`src/rtl/core/wsd_pkg.sv`:
```
// Shared types and constants of the WebSocket frame deframer.
package wsd_pkg;

  // Width of the payload length register
  localparam int LENGTH_BITS = 64;

  // Configuration port
  localparam int CFG_INDEX_BITS = 8;
  localparam int CFG_DATA_BITS  = 32;
  localparam logic [CFG_INDEX_BITS-1:0] CFG_MAX_MESSAGE_BYTES = 8'd0;
  localparam logic [CFG_INDEX_BITS-1:0] CFG_CLIENT_SIDE       = 8'd1;
  localparam logic [31:0] MAX_MESSAGE_BYTES_RESET = 32'd33554432;  // 32 MiB

  // Frame header codes
  localparam logic [3:0] OP_DATA_LAST = 4'd2;  // opcodes up to this are data
  localparam logic [3:0] OP_PING      = 4'd9;
  localparam logic [6:0] LEN7_EXT16   = 7'd126;
  localparam logic [6:0] LEN7_EXT64   = 7'd127;
  localparam logic [3:0] EXT16_BYTES  = 4'd2;
  localparam logic [3:0] EXT64_BYTES  = 4'd8;

  // Parser phase, one-hot
  typedef enum logic [4:0] {
    PH_HDR0 = 5'b00001,
    PH_HDR1 = 5'b00010,
    PH_LEN  = 5'b00100,
    PH_MASK = 5'b01000,
    PH_DATA = 5'b10000
  } phase_t;

  // Result kinds
  typedef enum logic [2:0] {
    KIND_PAYLOAD   = 3'd0,
    KIND_EMPTY_END = 3'd1,
    KIND_PONG_REQ  = 3'd2,
    KIND_OVERSIZE  = 3'd3,
    KIND_NO_MASK   = 3'd4
  } kind_t;

endpackage

```
`src/rtl/core/wsd_if.sv`:
```
// Channel interfaces of the WebSocket frame deframer.
interface wsd_rx_if;
  logic       valid;
  logic       ready;
  logic [7:0] rx_byte;

  modport source (output valid, output rx_byte, input ready);
  modport sink   (input valid, input rx_byte, output ready);
endinterface

interface wsd_res_if;
  logic       valid;
  logic       ready;
  logic [2:0] result_kind;
  logic [7:0] payload_byte;
  logic [3:0] message_type;
  logic       message_last;

  modport source (output valid, output result_kind, output payload_byte,
                  output message_type, output message_last, input ready);
  modport sink   (input valid, input result_kind, input payload_byte,
                  input message_type, input message_last, output ready);
endinterface

interface wsd_cfg_if;
  logic                              valid;
  logic                              ready;
  logic [wsd_pkg::CFG_INDEX_BITS-1:0] index;
  logic [wsd_pkg::CFG_DATA_BITS-1:0]  data;

  modport source (output valid, output index, output data, input ready);
  modport sink   (input valid, input index, input data, output ready);
endinterface

```
`src/rtl/core/websocket_frame_deframer_unit.sv`:
```
// WebSocket receive-side frame deframer: top level.
//
// Usage:
//   rx  : one received byte per transaction (rx_byte), in stream order.
//   res : at most one result per byte: an unmasked payload byte of a data
//         frame, an empty-message end, a pong request, or an error
//         (oversize / missing mask). Errors halt the block until reset;
//         bytes taken while halted are dropped without a result.
//   cfg : register writes (0 = max_message_bytes, 1 = client_side), always
//         ready; write only while the block is idle. Other indexes ignored.
// Pipeline: a byte taken into the input register is parsed from there, and its
//   result is registered in the result register.
// Throughput: one byte per cycle while res is not stalled; each byte is handled by one pass through
//   the header/length/mask/data logic between the input register and the
//   result register.
// Reset: parser back to "awaiting first header byte", registers to their
//   defaults (32 MiB limit, server role), both pipeline registers empty.
// Stall: while res is stalled the input register still takes one more byte;
//   after that rx.ready drops until the result is taken.
module websocket_frame_deframer_unit (
  input  logic           clk,
  input  logic           rst,
  wsd_rx_if.sink         rx,
  wsd_res_if.source      res,
  wsd_cfg_if.sink        cfg
);
  import wsd_pkg::*;

  // Input register
  logic       s1_valid;
  logic [7:0] s1_byte;
  logic       s1_advance;

  // Configuration registers
  logic [31:0] max_message_bytes;
  logic        client_side;

  // Parser state
  phase_t                 phase, phase_next;
  logic [LENGTH_BITS-1:0] length_shift, length_shift_next;
  logic [3:0]             len_left, len_left_next;
  logic [31:0]            mask_key, mask_key_next;
  logic                   mask_present, mask_present_next;
  logic [3:0]             frame_type, frame_type_next;
  logic                   frame_final, frame_final_next;
  logic [LENGTH_BITS-1:0] payload_left, payload_left_next;
  logic [1:0]             mask_index, mask_index_next;
  logic [32:0]            message_length, message_length_next;
  logic [3:0]             message_opcode, message_opcode_next;
  logic                   halted, halted_next;

  // Working signals
  logic                   is_data;
  logic                   do_after_len;
  logic                   do_after_mask;
  logic                   ping;
  logic [LENGTH_BITS-1:0] len_val;
  logic [LENGTH_BITS-1:0] pl_val;
  logic [LENGTH_BITS-1:0] len_shifted;
  logic [63:0]            len64;
  logic [33:0]            len_sum;
  logic                   oversize;
  logic [1:0]             key_sel;
  logic [7:0]             key_byte;
  logic [7:0]             unmasked;
  logic                   last_byte;
  logic [3:0]             len_left_dec;

  // Result of the current byte
  logic       r_valid;
  kind_t      r_kind;
  logic [7:0] r_byte;
  logic [3:0] r_type;
  logic       r_last;

  assign s1_advance = s1_valid && (!res.valid || res.ready);
  assign rx.ready   = !s1_valid || s1_advance;
  assign cfg.ready  = 1'b1;

  // Input register
  always_ff @(posedge clk) begin
    if (rst) begin
      s1_valid <= 1'b0;
    end else if (rx.valid && rx.ready) begin
      s1_valid <= 1'b1;
    end else if (s1_advance) begin
      s1_valid <= 1'b0;
    end
    if (rx.valid && rx.ready) begin
      s1_byte <= rx.rx_byte;
    end
  end

  // Configuration writes
  always_ff @(posedge clk) begin
    if (rst) begin
      max_message_bytes <= MAX_MESSAGE_BYTES_RESET;
      client_side       <= 1'b0;
    end else if (cfg.valid && cfg.ready) begin
      case (cfg.index)
        CFG_MAX_MESSAGE_BYTES: max_message_bytes <= cfg.data;
        CFG_CLIENT_SIDE:       client_side       <= cfg.data[0];
        default: ;
      endcase
    end
  end

  assign is_data     = (frame_type <= OP_DATA_LAST);
  assign len_shifted = {length_shift[LENGTH_BITS-9:0], s1_byte};
  assign key_sel     = 2'd3 - mask_index;
  assign key_byte    = mask_key[{key_sel, 3'b000} +: 8];
  assign unmasked    = mask_present ? (s1_byte ^ key_byte) : s1_byte;
  assign last_byte   = (payload_left == LENGTH_BITS'(1));
  assign len_left_dec = (len_left != 4'd0) ? (len_left - 4'd1) : len_left;

  // Frame length check against the message limit
  assign len64    = 64'(len_val);
  assign len_sum  = {1'b0, message_length} + {2'b00, len64[31:0]};
  assign oversize = (len64[63:32] != 32'd0) || (len_sum >= {2'b00, max_message_bytes});

  // Parser next state and result
  always_comb begin
    phase_next          = phase;
    length_shift_next   = length_shift;
    len_left_next       = len_left;
    mask_key_next       = mask_key;
    mask_present_next   = mask_present;
    frame_type_next     = frame_type;
    frame_final_next    = frame_final;
    payload_left_next   = payload_left;
    mask_index_next     = mask_index;
    message_length_next = message_length;
    message_opcode_next = message_opcode;
    halted_next         = halted;
    do_after_len        = 1'b0;
    do_after_mask       = 1'b0;
    ping                = 1'b0;
    len_val             = '0;
    pl_val              = payload_left;
    r_valid             = 1'b0;
    r_kind              = KIND_PAYLOAD;
    r_byte              = 8'd0;
    r_type              = 4'd0;
    r_last              = 1'b0;

    if (s1_advance && !halted) begin
      case (phase)
        PH_HDR0: begin
          frame_final_next = s1_byte[7];
          frame_type_next  = s1_byte[3:0];
          phase_next       = PH_HDR1;
        end
        PH_HDR1: begin
          mask_present_next = s1_byte[7];
          if (is_data && !client_side && !s1_byte[7]) begin
            halted_next = 1'b1;
            r_valid     = 1'b1;
            r_kind      = KIND_NO_MASK;
          end else begin
            length_shift_next = '0;
            if (s1_byte[6:0] == LEN7_EXT16 || s1_byte[6:0] == LEN7_EXT64) begin
              len_left_next = (s1_byte[6:0] == LEN7_EXT16) ? EXT16_BYTES : EXT64_BYTES;
              phase_next    = PH_LEN;
            end else begin
              len_left_next     = 4'd0;
              length_shift_next = LENGTH_BITS'(s1_byte[6:0]);
              len_val           = LENGTH_BITS'(s1_byte[6:0]);
              do_after_len      = 1'b1;
            end
            ping = (frame_type == OP_PING);
          end
        end
        PH_LEN: begin
          // 64-bit length with its top bit set, or a length that overflows
          if ((len_left == EXT64_BYTES && s1_byte[7]) ||
              (length_shift[LENGTH_BITS-1 -: 8] != 8'd0)) begin
            halted_next = 1'b1;
            r_valid     = 1'b1;
            r_kind      = KIND_OVERSIZE;
          end else begin
            length_shift_next = len_shifted;
            len_left_next     = len_left_dec;
            if (len_left_dec == 4'd0) begin
              len_val      = len_shifted;
              do_after_len = 1'b1;
            end
          end
        end
        PH_MASK: begin
          mask_key_next   = {mask_key[23:0], s1_byte};
          mask_index_next = mask_index + 2'd1;
          if (mask_index == 2'd3) begin
            do_after_mask = 1'b1;
          end
        end
        PH_DATA: begin
          mask_index_next   = mask_index + 2'd1;
          payload_left_next = payload_left - LENGTH_BITS'(1);
          if (last_byte) begin
            phase_next = PH_HDR0;
          end
          if (is_data) begin
            r_valid = 1'b1;
            r_kind  = KIND_PAYLOAD;
            r_byte  = unmasked;
            r_type  = message_opcode;
            if (last_byte && frame_final) begin
              r_last              = 1'b1;
              message_length_next = '0;
              message_opcode_next = 4'd0;
            end
          end
        end
        default: begin
          phase_next = PH_HDR0;
        end
      endcase
    end

    // Frame length known: limit check, then mask key or payload
    if (do_after_len) begin
      if (is_data && oversize) begin
        halted_next = 1'b1;
        r_valid     = 1'b1;
        r_kind      = KIND_OVERSIZE;
      end else begin
        if (is_data) begin
          message_length_next = len_sum[32:0];
          if (message_opcode == 4'd0 && frame_type != 4'd0) begin
            message_opcode_next = frame_type;
          end
        end
        payload_left_next = len_val;
        pl_val            = len_val;
        if (mask_present_next) begin
          phase_next      = PH_MASK;
          mask_index_next = 2'd0;
          mask_key_next   = 32'd0;
        end else begin
          do_after_mask = 1'b1;
        end
      end
    end

    // Header complete: payload follows, or an empty frame ends here
    if (do_after_mask) begin
      if (pl_val != '0) begin
        phase_next      = PH_DATA;
        mask_index_next = 2'd0;
      end else begin
        phase_next = PH_HDR0;
        if (is_data && frame_final) begin
          r_valid             = 1'b1;
          r_kind              = KIND_EMPTY_END;
          r_type              = message_opcode_next;
          r_last              = 1'b1;
          message_length_next = '0;
          message_opcode_next = 4'd0;
        end
      end
    end

    // Ping request replaces any other result of its second header byte
    if (ping) begin
      r_valid = 1'b1;
      r_kind  = KIND_PONG_REQ;
      r_byte  = 8'd0;
      r_type  = 4'd0;
      r_last  = 1'b0;
    end
  end

  // Parser state registers
  always_ff @(posedge clk) begin
    if (rst) begin
      phase          <= PH_HDR0;
      length_shift   <= '0;
      len_left       <= 4'd0;
      mask_key       <= 32'd0;
      mask_present   <= 1'b0;
      frame_type     <= 4'd0;
      frame_final    <= 1'b0;
      payload_left   <= '0;
      mask_index     <= 2'd0;
      message_length <= '0;
      message_opcode <= 4'd0;
      halted         <= 1'b0;
    end else begin
      phase          <= phase_next;
      length_shift   <= length_shift_next;
      len_left       <= len_left_next;
      mask_key       <= mask_key_next;
      mask_present   <= mask_present_next;
      frame_type     <= frame_type_next;
      frame_final    <= frame_final_next;
      payload_left   <= payload_left_next;
      mask_index     <= mask_index_next;
      message_length <= message_length_next;
      message_opcode <= message_opcode_next;
      halted         <= halted_next;
    end
  end

  // Result register
  always_ff @(posedge clk) begin
    if (rst) begin
      res.valid <= 1'b0;
    end else if (s1_advance) begin
      res.valid <= r_valid;
    end else if (res.ready) begin
      res.valid <= 1'b0;
    end
    if (s1_advance) begin
      res.result_kind  <= r_kind;
      res.payload_byte <= r_byte;
      res.message_type <= r_type;
      res.message_last <= r_last;
    end
  end

`ifndef SYNTHESIS
  // Once halted, only reset brings the parser back
  a_halt_sticky: assert property (@(posedge clk) disable iff (rst)
    halted |=> halted)
    else $error("deframer left halted state without reset");

  // A byte parsed while halted produces no result
  a_halt_silent: assert property (@(posedge clk) disable iff (rst)
    (s1_advance && halted) |=> !res.valid)
    else $error("result produced while halted");

  // Error results always come with the halt
  a_error_halts: assert property (@(posedge clk) disable iff (rst)
    (res.valid && (res.result_kind == KIND_OVERSIZE ||
                   res.result_kind == KIND_NO_MASK)) |-> halted)
    else $error("error result without halt");

  // End-of-message flag only on payload bytes and empty message ends
  a_last_kind: assert property (@(posedge clk) disable iff (rst)
    (res.valid && res.message_last) |->
      (res.result_kind == KIND_PAYLOAD || res.result_kind == KIND_EMPTY_END))
    else $error("message_last on a non-message result");

  // Payload phase always has bytes left to consume
  a_data_nonempty: assert property (@(posedge clk) disable iff (rst)
    (phase == PH_DATA) |-> (payload_left != '0))
    else $error("payload phase with no bytes left");
`endif

endmodule

```
`src/flat_wrapper.sv`:
```
// flat-port wrapper written by rule: the top's interface ports become plain ports
module websocket_frame_deframer_unit_flat import wsd_pkg::*;
  (clk, rst, rx_valid, rx_rx_byte, rx_ready, res_valid, res_result_kind, res_payload_byte, res_message_type, res_message_last, res_ready, cfg_valid, cfg_index, cfg_data, cfg_ready);
  wsd_rx_if rx_i ();
  wsd_res_if res_i ();
  wsd_cfg_if cfg_i ();
  input  logic clk;
  input  logic rst;
  input wire logic [$bits(rx_i.valid)-1:0] rx_valid;
  input wire logic [$bits(rx_i.rx_byte)-1:0] rx_rx_byte;
  output wire logic [$bits(rx_i.ready)-1:0] rx_ready;
  output wire logic [$bits(res_i.valid)-1:0] res_valid;
  output wire logic [$bits(res_i.result_kind)-1:0] res_result_kind;
  output wire logic [$bits(res_i.payload_byte)-1:0] res_payload_byte;
  output wire logic [$bits(res_i.message_type)-1:0] res_message_type;
  output wire logic [$bits(res_i.message_last)-1:0] res_message_last;
  input wire logic [$bits(res_i.ready)-1:0] res_ready;
  input wire logic [$bits(cfg_i.valid)-1:0] cfg_valid;
  input wire logic [$bits(cfg_i.index)-1:0] cfg_index;
  input wire logic [$bits(cfg_i.data)-1:0] cfg_data;
  output wire logic [$bits(cfg_i.ready)-1:0] cfg_ready;
  assign rx_i.valid = rx_valid;
  assign rx_i.rx_byte = rx_rx_byte;
  assign rx_ready = rx_i.ready;
  assign res_valid = res_i.valid;
  assign res_result_kind = res_i.result_kind;
  assign res_payload_byte = res_i.payload_byte;
  assign res_message_type = res_i.message_type;
  assign res_message_last = res_i.message_last;
  assign res_i.ready = res_ready;
  assign cfg_i.valid = cfg_valid;
  assign cfg_i.index = cfg_index;
  assign cfg_i.data = cfg_data;
  assign cfg_ready = cfg_i.ready;
  websocket_frame_deframer_unit u_core (.clk(clk), .rst(rst), .rx(rx_i), .res(res_i), .cfg(cfg_i));
endmodule
```
`config.mk`:
```
export PLATFORM = sky130hd
export DESIGN_NAME = websocket_frame_deframer_unit_flat
export DESIGN_NICKNAME = d
export VERILOG_FILES = /design/src/rtl/core/wsd_pkg.sv /design/src/rtl/core/wsd_if.sv /design/src/rtl/core/websocket_frame_deframer_unit.sv /design/src/flat_wrapper.sv
export SDC_FILE = /design/constraint.sdc
export NUM_CORES = 1
export LEC_CHECK = 0
export ABC_AREA = 1
export ABC_CLOCK_PERIOD_IN_PS = 7300
export BUFFER_PORTS_ARGS = -buffer_cell sky130_fd_sc_hd__buf_4
export CAP_MARGIN = 10
export CORE_UTILIZATION = 30
export DETAILED_ROUTE_END_ITERATION = 16
export PLACE_DENSITY = 0.56
export SYNTH_ARGS = -nofsm -noshare
export SYNTH_HDL_FRONTEND = slang
export SYNTH_SLANG_ARGS = --single-unit
export TNS_END_PERCENT = 50
```
`constraint.sdc`:
```
create_clock -name clk -period 7.3 [get_ports clk]
set_input_delay 0.73 -clock clk [delete_from_list [all_inputs] [get_ports clk]]
set_output_delay 0.73 -clock clk [all_outputs]
set_load 0.005 [all_outputs]
```
After elaboration in Yosys (flattened, before gate mapping):

Cells that the tools add are included.

* bits in latches: 0
* RAM bits: 0
* input port bits: 53
* memories kept: 0
* logic and storage cells: 210
* flip-flop bits (word level): 274
* bits in read-only memories: 0

* equal/unequal tests: 14
* bitwise operators: 4
* multipliers: 0
* multiplexer cells: 125
* div/mod/pow operators: 0
* order comparisons: 2
* add/sub/neg operators: 5
* shift-type cells: 1
* reduce and logical (&&, ||, !) cells: 38

Operators by type and width (count)
* $mux W64: 12
* $mux W33: 10
* $pmux W64 S2: 2
* $mux W32: 5
* $mux W4: 22
* $eq A64 B1 Y1 const B: 1
* $reduce_bool A64 Y1: 1
* $sub A64 B1 Y64 const B: 1
* $mux W5: 9
* $mux W1: 42
* $add A33 B32 Y34: 1
* $ge A34 B32 Y1: 1
* $reduce_bool A32 Y1: 1
* $shiftx A32 B6 Y8: 1
* $mux W3: 7
* $pmux W5 S4: 1
* $mux W2: 8
* $eq A7 B7 Y1 const B: 2
* $logic_and A1 B1 Y1: 10
* $eq A4 B4 Y1 const B: 2
* $eq A8 B1 Y1 const B: 1
* $logic_not A4 Y1: 2
* $logic_not A8 Y1: 1
* $mux W8: 1
* 27 further kinds: 45

Longest topological paths before layout:

Gate-level depths: netlist of run 1.

* word-level depth: 18
* gate-level depth with buffers: 53
* depth with buffers taken out: 52

Least setup slack after synthesis of run 1:

OpenSTA, ideal clock, no wires.

* path type: in2reg
* from: input res_ready
* to: register u_core.message_length[23]
* path slack: 1.394 ns
* data required time: 7.176 ns
* cell stages on the path: 42
* buffers on the path: 3
* data arrival time: 5.782 ns
* cells stage by stage: inv_1 nand2_1 nand2_1 nor2_2 nand3_1 buf_4 buf_4 nor3_1 ha_1 nand2_1 inv_1 a21oi_1 nand3_1 nand2_1 nand2_1 a31oi_1 o31ai_1 a31oi_1 [6 not listed] nand2_1 a21oi_1 nand3_1 nor2_1 nand2_1 nor2_1 nand2_1 nor2_2 nand3_4 nand2_4 nand2_4 inv_2 nand2_1 nand2_1 nand4_4 nand2_8 buf_12 nor2_4

* word-level cells in the longest chain between the ends: 13
* elaborated cells between the ends (all ways): 25
* classes of those cells: add/sub (1); order compare (1); mux (16); reduce/logical (7)

RTL lines
* start, declared: line flat_wrapper.sv:17 `input wire logic [$bits(res_i.ready)-1:0] res_ready;`
* $logic_or A1 B1 Y1 *: line websocket_frame_deframer_unit.sv:76 `assign s1_advance = s1_valid && (!res.valid || res.ready);`
* $logic_and A1 B1 Y1 *: line websocket_frame_deframer_unit.sv:76
* $logic_and A1 B1 Y1 *: line websocket_frame_deframer_unit.sv:146 `if (s1_advance && !halted) begin`
* $mux W64: line websocket_frame_deframer_unit.sv:146
* $add A33 B32 Y34: line websocket_frame_deframer_unit.sv:118 `assign len_sum = {1'b0, message_length} + {2'b00, len64[31:0]};`
* $ge A34 B32 Y1: line websocket_frame_deframer_unit.sv:119 `assign oversize = (len64[63:32] != 32'd0) || (len_sum >= {2'b00, max_message_bytes});`
* $logic_or A1 B1 Y1: line websocket_frame_deframer_unit.sv:119
* $logic_and A1 B1 Y1: line websocket_frame_deframer_unit.sv:222 `if (is_data && oversize) begin`
* $mux W64 or $mux W33 (tied branches): line websocket_frame_deframer_unit.sv:222
* $mux W64 or $mux W33 (tied branches): line websocket_frame_deframer_unit.sv:221 `if (do_after_len) begin`
* $reduce_bool A64 Y1 or $mux W33 (tied branches): line websocket_frame_deframer_unit.sv:247, websocket_frame_deframer_unit.sv:252
* $mux W33: line websocket_frame_deframer_unit.sv:247 `if (pl_val != '0) begin`
* $mux W33 *: line websocket_frame_deframer_unit.sv:246 `if (do_after_mask) begin`
* end signal, assigned: line websocket_frame_deframer_unit.sv:298 `message_length <= message_length_next;`
* end, declared: line websocket_frame_deframer_unit.sv:48 `logic [32:0] message_length, message_length_next;`

Every way passes the cells marked *; elsewhere a longest branch is shown, timed or not.
A chain may end at the register's enable or synchronous reset.

Final worst setup path of run 1:

* from: register u_core.len_left[0]
* to: register u_core.mask_key[28]

* word-level cells in the longest chain between the ends: 13
* elaborated cells between the ends (all ways): 22
* classes of those cells: add/sub (2); order compare (1); eq/ne (1); mux (11); reduce/logical (7)

RTL lines
* start, declared: line websocket_frame_deframer_unit.sv:41 `logic [3:0] len_left, len_left_next;`
* start signal, assigned: line websocket_frame_deframer_unit.sv:291 `len_left <= len_left_next;`
* $sub A4 B1 Y4 or $reduce_bool A4 Y1 (tied branches): line websocket_frame_deframer_unit.sv:114 `assign len_left_dec = (len_left != 4'd0) ? (len_left - 4'd1) : len_left;`
* $mux W4: line websocket_frame_deframer_unit.sv:114
* $logic_not A4 Y1: line websocket_frame_deframer_unit.sv:183 `if (len_left_dec == 4'd0) begin`
* $mux W64: line websocket_frame_deframer_unit.sv:183
* $mux W64: line websocket_frame_deframer_unit.sv:175 `if ((len_left == EXT64_BYTES && s1_byte[7]) ||`
* $pmux W64 S2: line websocket_frame_deframer_unit.sv:147 `case (phase)`
* $mux W64: line websocket_frame_deframer_unit.sv:146
* $add A33 B32 Y34: line websocket_frame_deframer_unit.sv:118
* $ge A34 B32 Y1: line websocket_frame_deframer_unit.sv:119
* $logic_or A1 B1 Y1: line websocket_frame_deframer_unit.sv:119
* $logic_and A1 B1 Y1: line websocket_frame_deframer_unit.sv:222
* $mux W32: line websocket_frame_deframer_unit.sv:222
* $mux W32 *: line websocket_frame_deframer_unit.sv:221
* end signal, assigned: line websocket_frame_deframer_unit.sv:292 `mask_key <= mask_key_next;`
* end, declared: line websocket_frame_deframer_unit.sv:42 `logic [31:0] mask_key, mask_key_next;`

Marks and branches as above.

==> impl_metrics.ini, run 1 <==
[power]
p_per_area_nw_per_um2 = 180.6
vdd_drop_max_uv = 189.1
power.leakage_nw = 8.659
power_mw = 3.434

[setup_path]
crit_type = reg -> reg
cp_top_family = simple AND/OR/NAND/NOR gates
cp.depth = 42
worstPathMaxFanout = 32
cp.required_ns = 7.73
cp-start-kind = register
cp_slowest_cell = ha_1
arrival_ns = 7.17
critPathMaxStageDelay_ns = 0.39
cp-end-kind = register
r2r_cells = 42
crit_buf_inv = 7
crit_top_cell = nand2_1

[floorplanning]
ios = 72
num_rows = 85
die_w_um = 235.7
dieArea_sq_um = 55570
initial_core_util = 0.3039
die_y_um = 235.7
placeableCoreArea_sq_um = 53920

[grt]
grt.overflow.total = 0
grt.busiest_layer = met2
antenna_found_initial = 0
globalRouteTotalUtil = 0.1837
use_met3 = 0.02251
use_met1 = 0.2577
grt_max_degree = 78
grt_pass1_vias = 14710
gr-usage-met2 = 0.2958
grt_pass1_wl_um = 81790

[timing]
max-slew-margin-rel = 0.2806
period_needed_ns = 6.735
max_freq_ghz = 0.1485
drv_slew = 0
hold_violations = 0
min_period_over_period = 0.9226
setup_viol = 0
fin_skew_ns = 0.008677
grt_setup_unrepaired = false
tightest_slew_ns = 1.079
finalWorstSetupSlack_ns = 0.5648
fin_tns_setup_ns = 0

[route]
wire_per_inst_um = 16.60
post-route-drc-count = 0
drt_iter0_markers = 1209
dr.pass1.iters = 5
vias = 15630
ant_nets = 0
totalWireLength_um = 52220
viasPerCell = 4.969

[placement]
preCtsSetupSlack_ns = 0.1463
placed_cell_area_sq_um = 17770
hpwl_um = 39300
place_congestion = 0.9350
io_buffers = 70

[clock_network]
clock-sinks = 274
hold_buffers = 0
cts_tree = built
clk_pin_slew_worst_paths_ns = 0.06
clock-root-buffer = clkbuf_16
numCtsBuffers = 31
h-tree-depth = 1
clk_latency_ns = 0.58
cts_buffer_depth = 3

[cells_and_area]
area_growth_pct = 16.05
num_antenna_cells = 0
drive_gt1_frac = 0.1147
final_cell_area_sq_um = 19020
final_nets = 2547

[synthesis]
syn_inst = 2362
synth_area_sq_um = 16390
seq_area_frac_synth = 0.3494
synth_edf_count = 24
synth-main-ff-cell = dfxtp_1
syn-num-nets = 2485
synth.distinct_cells = 56
synthArstFlopShare = 0
ys_ff_latch = 274
synth.avg_cell_area_sq_um = 6.938
yosysWarnings = 0

[worst_hold_path]
holdPathStages = 1
hp-class = in -> reg

[flow_run]
max-cap-violations = 0

[outcome]
outcome = completed
==> state kept, by name (all words and copies together) (netlist names), 4 cells and up <==
register / flops
u_core.res.payload_byte: 8
u_core.res.message_type: 4
u_core.max_message_bytes: 32
u_core.phase: 5
u_core.mask_key: 32
u_core.payload_left: 64
u_core.message_opcode: 4
u_core.frame_type: 4
u_core.len_left: 4
u_core.s1_byte: 8
u_core.message_length: 33
u_core.length_shift: 64
==> cells in the mapped netlist (2+ instances only) <==
| master | instances | area [sq um] |
|---|---|---|
| buf_12 | 3 | 60.06 |
| o22ai_1 | 2 | 12.51 |
| buf_2 | 9 | 45.04 |
| nor4_1 | 25 | 156.4 |
| xnor2_1 | 39 | 341.6 |
| or2_1 | 3 | 18.77 |
| o31ai_1 | 4 | 30.03 |
| or2_2 | 4 | 25.02 |
| o21ai_0 | 181 | 905.9 |
| nand2_1 | 446 | 1674 |
| a21o_1 | 3 | 22.52 |
| clkbuf_1 | 76 | 285.3 |
| edfxtp_1 | 24 | 720.7 |
| and3_1 | 3 | 18.77 |
| nor3_1 | 55 | 275.3 |
| buf_1 | 6 | 22.52 |
| nand4_1 | 26 | 162.7 |
| dfxtp_1 | 250 | 5005 |
| o41ai_1 | 3 | 26.28 |
| nand3_1 | 76 | 380.4 |
| inv_1 | 277 | 1040 |
| a211oi_1 | 59 | 442.9 |
| clkinv_1 | 4 | 15.01 |
| o21ai_2 | 6 | 52.55 |
| buf_6 | 3 | 33.78 |
| nand3_4 | 3 | 52.55 |
| nand2_4 | 3 | 33.78 |
| nor3_2 | 2 | 20.02 |
| a31oi_1 | 9 | 56.30 |
| o211ai_1 | 4 | 30.03 |
| inv_2 | 4 | 15.01 |
| a21oi_1 | 222 | 1111 |
| ha_1 | 69 | 863.3 |
| xor2_1 | 54 | 473.0 |
| nor2_1 | 326 | 1224 |
| o21ai_1 | 11 | 55.05 |
| nor2_4 | 32 | 360.4 |
| nand2_2 | 4 | 25.02 |
| nor2_2 | 9 | 56.30 |
| nand3b_1 | 4 | 30.03 |
| buf_4 | 4 | 30.03 |
==> cells in the final DEF (no fill, tap or decap), types with 8 or more instances in the layout <==
master	Yosys	layout
nor4_1	25	25
buf_4	4	127
nor3_1	55	51
a21oi_1	222	221
nor2_1	326	317
nor2_2	9	18
nand2_1	446	443
nand4_1	26	26
nand3_1	76	73
ha_1	69	67
a211oi_1	59	59
o21ai_1	11	12
inv_1	277	275
a31oi_1	9	8
xnor2_1	39	39
dfxtp_1	250	250
o21ai_0	181	180
edfxtp_1	24	24
nor2_4	32	32
xor2_1	54	54
clkbuf_1	76	9
clkbuf_16	0	31
==> power by group <==
| group | leakage [nW] | internal (mW) | switching [mW] |
|---|---|---|---|
| logic | 5.87 | 0.0664 | 0.137 |
| registers | 2.25 | 1.53 | 0.0110 |
| clock network | 0.539 | 1.03 | 0.657 |
| total | 8.66 | 2.63 | 0.805 |
==> path summary, 6_finish.rpt <==
| path | end | from | slack (ns) |
|---|---|---|---|
| worst min register to register | u_core.length_shift[23]$_SDFFE_PP0P_ | u_core.length_shift[23]$_SDFFE_PP0P_ | 0.45 |
| worst max-delay path | u_core.mask_key[28]$_SDFF_PP0_ | u_core.len_left[0]$_SDFFE_PP0P_ | 0.56 |
| worst max register to register | u_core.mask_key[28]$_SDFF_PP0_ | u_core.len_left[0]$_SDFFE_PP0P_ | 0.56 |
| worst min-delay path | u_core.s1_byte[1]$_DFFE_PP_ | rx_rx_byte[1] | 0.32 |
==> layer usage <==
layer / vias up / share of wire / wire length, um
met5: - / 0 / 0
met1: 7302 / 0.48 / 24900
li1: 7852 / - / -
met4: 0 / 0.024 / 1246
met2: 399 / 0.45 / 23440
met3: 76 / 0.050 / 2623
==> logic make-up after synthesis <==
| kind of cell | count (synthesis) | synth area share |
|---|---|---|
| simple gates | 1027 | 0.2807 |
| xor+xnor | 93 | 0.04970 |
| fa+ha+maj | 70 | 0.05390 |
| compound gates | 509 | 0.1705 |
| flops | 274 | 0.3494 |
| buf+inv | 388 | 0.09566 |
| other cells | 1 | 0.0002288 |
==> through the flow <==
step	hold slack, ns	utilization	instances
after floorplan	0.4244	-	2362
after global placement	0.4417	0.3296	3081
after detailed placement	0.4453	0.3296	3081
after CTS	0.2892	0.3498	3139
after global routing	0.2915	0.3527	3145
final	0.3204	0.3527	3145
==> final cells by class <==
| class | instances | area (sq um) |
|---|---|---|
| Timing Repair Buffer | 131 | 1033 |
| Multi-Input combinational cell | 1700 | 9220 |
| Clock buffer | 44 | 864.6 |
| Clock inverter | 14 | 225.2 |
| Inverter | 286 | 1079 |
| Fill cell | 5757 | 34900 |
| Tap cell | 696 | 870.8 |
| Sequential cell | 274 | 5725 |
==> what timing repair did <==
item | 4_1_cts | 5_1_grt
gates resized for setup | 0 | 29
setup endpoints to repair | 0 | 133
setup buffers | 0 | 6
No activity file was read; power rests on OpenSTA's default activity.
==> run 2, diff against run 1 <==
Settings changed: ABC_CLOCK_PERIOD_IN_PS 7300 to 5800, PLACE_DENSITY 0.56 to 0.57.
Clock period 7.3 ns to 5.8 ns, I/O delays scaled along.
==> run 2 against run 1 <==
Net effect: the run now ends with setup timing left; largest power group unchanged; hold slack lost 0.16 ns; worst setup slack worse by 0.93 ns; global-route usage up 1.4 points; final cell count grew 10%; total power rose by 24%; routed wire length increased by 8.6%; fmax grew 9.3%; first-iteration DRC count increased by 4.9%; combinational power increased by 74%.
==> impl_metrics.ini, run 2 (same netlist as run 1, synthesis figures left out) <==
[outcome]
outcome = finished with violations
violations = setup timing

[grt]
antenna_found_initial = 0
grt_pass1_vias = 16400
globalRouteTotalUtil = 0.1973
grt_max_degree = 66
grt.overflow.total = 0
grt_pass1_wl_um = 88470

[timing]
whs_ns = 0.1651
setup_viol = 85
fin_skew_ns = 0.01383
period_needed_ns = 6.164
max-slew-margin-rel = 0.1506
grt_setup_unrepaired = true
min_period_over_period = 1.063
hold_violations = 0
max_freq_ghz = 0.1622
tightest_slew_ns = 1.262
drv_slew = 0
finalWorstSetupSlack_ns = -0.3640

[floorplanning]
die_w_um = 235.7
num_rows = 85
ios = 72
placeableCoreArea_sq_um = 53920
die_y_um = 235.7
initial_core_util = 0.3039
dieArea_sq_um = 55570

[setup_path]
worstPathMaxFanout = 58
cp-end-kind = register
crit_top_cell = buf_4
cp-start-kind = register
cp_top_family = buffers and inverters
arrival_ns = 6.64
cp_slowest_cell = dfxtp_2
cp.required_ns = 6.28
critPathMaxStageDelay_ns = 0.34
crit_type = reg -> reg
crit_buf_inv = 31

[route]
totalWireLength_um = 56690
post-route-drc-count = 0
wire_per_inst_um = 16.37
ant_nets = 0
viasPerCell = 4.926
dr.pass1.iters = 5
drt_iter0_markers = 1268
vias = 17060

[clock_network]
clk_pin_slew_worst_paths_ns = 0.06
cts_buffer_depth = 3
numCtsBuffers = 30
clock-sinks = 274
hold_buffers = 0
clock-root-buffer = clkbuf_16
h-tree-depth = 1
cts_tree = built
clk_latency_ns = 0.59

[placement]
io_buffers = 70
place_congestion = 0.9630
placed_cell_area_sq_um = 19380
hpwl_um = 40540

[worst_hold_path]
hp-class = in -> reg

[cells_and_area]
largestRegisters = u_core.length_shift: 64 flops, u_core.payload_left: 64 flops, u_core.message_length: 33 flops
num_antenna_cells = 0
layout_common_cells = 419 x buf_4, 410 x nand2_1, 298 x nor2_1
area_growth_pct = 35.80
ff_latch_area_sq_um = 5732
final_cell_area_sq_um = 22260
drive_gt1_frac = 0.2585
n_fill_cell = 5457
layout_commonest_cell = buf_4
multi_input_area_sq_um = 9836
final_nets = 2867

[power]
power.leakage_nw = 10.38
p_per_area_nw_per_um2 = 190.9
vdd_drop_max_uv = 177.1

[flow_run]
max-cap-violations = 0
==> run 2: through the flow <==
stage               instances    util  setup TNS, ns  setup WS (ns)  total power, mW
floorplan                2362       -              0        0.01684            2.133
global placement         3288  0.3594         -60.80        -0.7206            2.263
detailed placement       3288  0.3594         -83.20        -0.8413            2.265
CTS                      3451  0.4033         -9.112        -0.1783            4.271
global route             3462  0.4127         -68.63        -0.7203            4.392
finish                   3462  0.4127         -24.04        -0.3640            4.249
==> run 2: worst paths after layout <==
path | slack (ns) | cells past startpoint | from | endpoint
hold / removal | 0.17 | 1 | rx_rx_byte[3] | u_core.s1_byte[3]$_DFFE_PP_
setup reg to reg | -0.36 | 44 | u_core.len_left[1]$_SDFFE_PP0P_ | u_core.message_length[2]$_SDFF_PP0_
setup / recovery | -0.36 | 44 | u_core.len_left[1]$_SDFFE_PP0P_ | u_core.message_length[2]$_SDFF_PP0_
hold reg to reg | 0.45 | 2 | u_core.length_shift[16]$_SDFFE_PP0P_ | u_core.length_shift[16]$_SDFFE_PP0P_
==> run 2: final cells by class <==
class | instances | area share
clock buffers | 43 | 0.03907
multi-input cells | 1700 | 0.4420
flip-flops and latches | 274 | 0.2575
well taps | 696 | 0.03913
inverters | 286 | 0.04914
clock inverters | 11 | 0.005791
repair buffers | 452 | 0.1674
==> run 2: timing repair <==
action	4_1_cts	5_1_grt
pin swaps	28	69
setup endpoints to repair	147	150
buffers inserted	107	15
gates resized for setup	129	96
cloned	3	3
hold endpoints to repair	0	0
==> run 2: worst reg2reg max path: cells and delay by family (launching register included) <==
family	cells	cell delay [ns]
simple gates	10	1.20
compound gates	2	0.29
fa+ha+maj	1	0.18
flops	1	0.34
buf+inv	31	4.04
==> run 2: layer usage <==
layer,track usage,vias up,routed length (um)
met5,0,-,0
met4,0.05169,0,1523
met3,0.02193,93,2579
met2,0.3252,413,26280
met1,0.2723,8036,26300
li1,-,8513,-
==> run 2: power breakdown <==
part           switching (mW)  internal [mW]  leakage [nW]
Combinational           0.208          0.147          7.63
Clock                   0.828           1.13         0.487
Sequential             0.0103           1.93          2.26
Total                    1.05           3.20          10.4
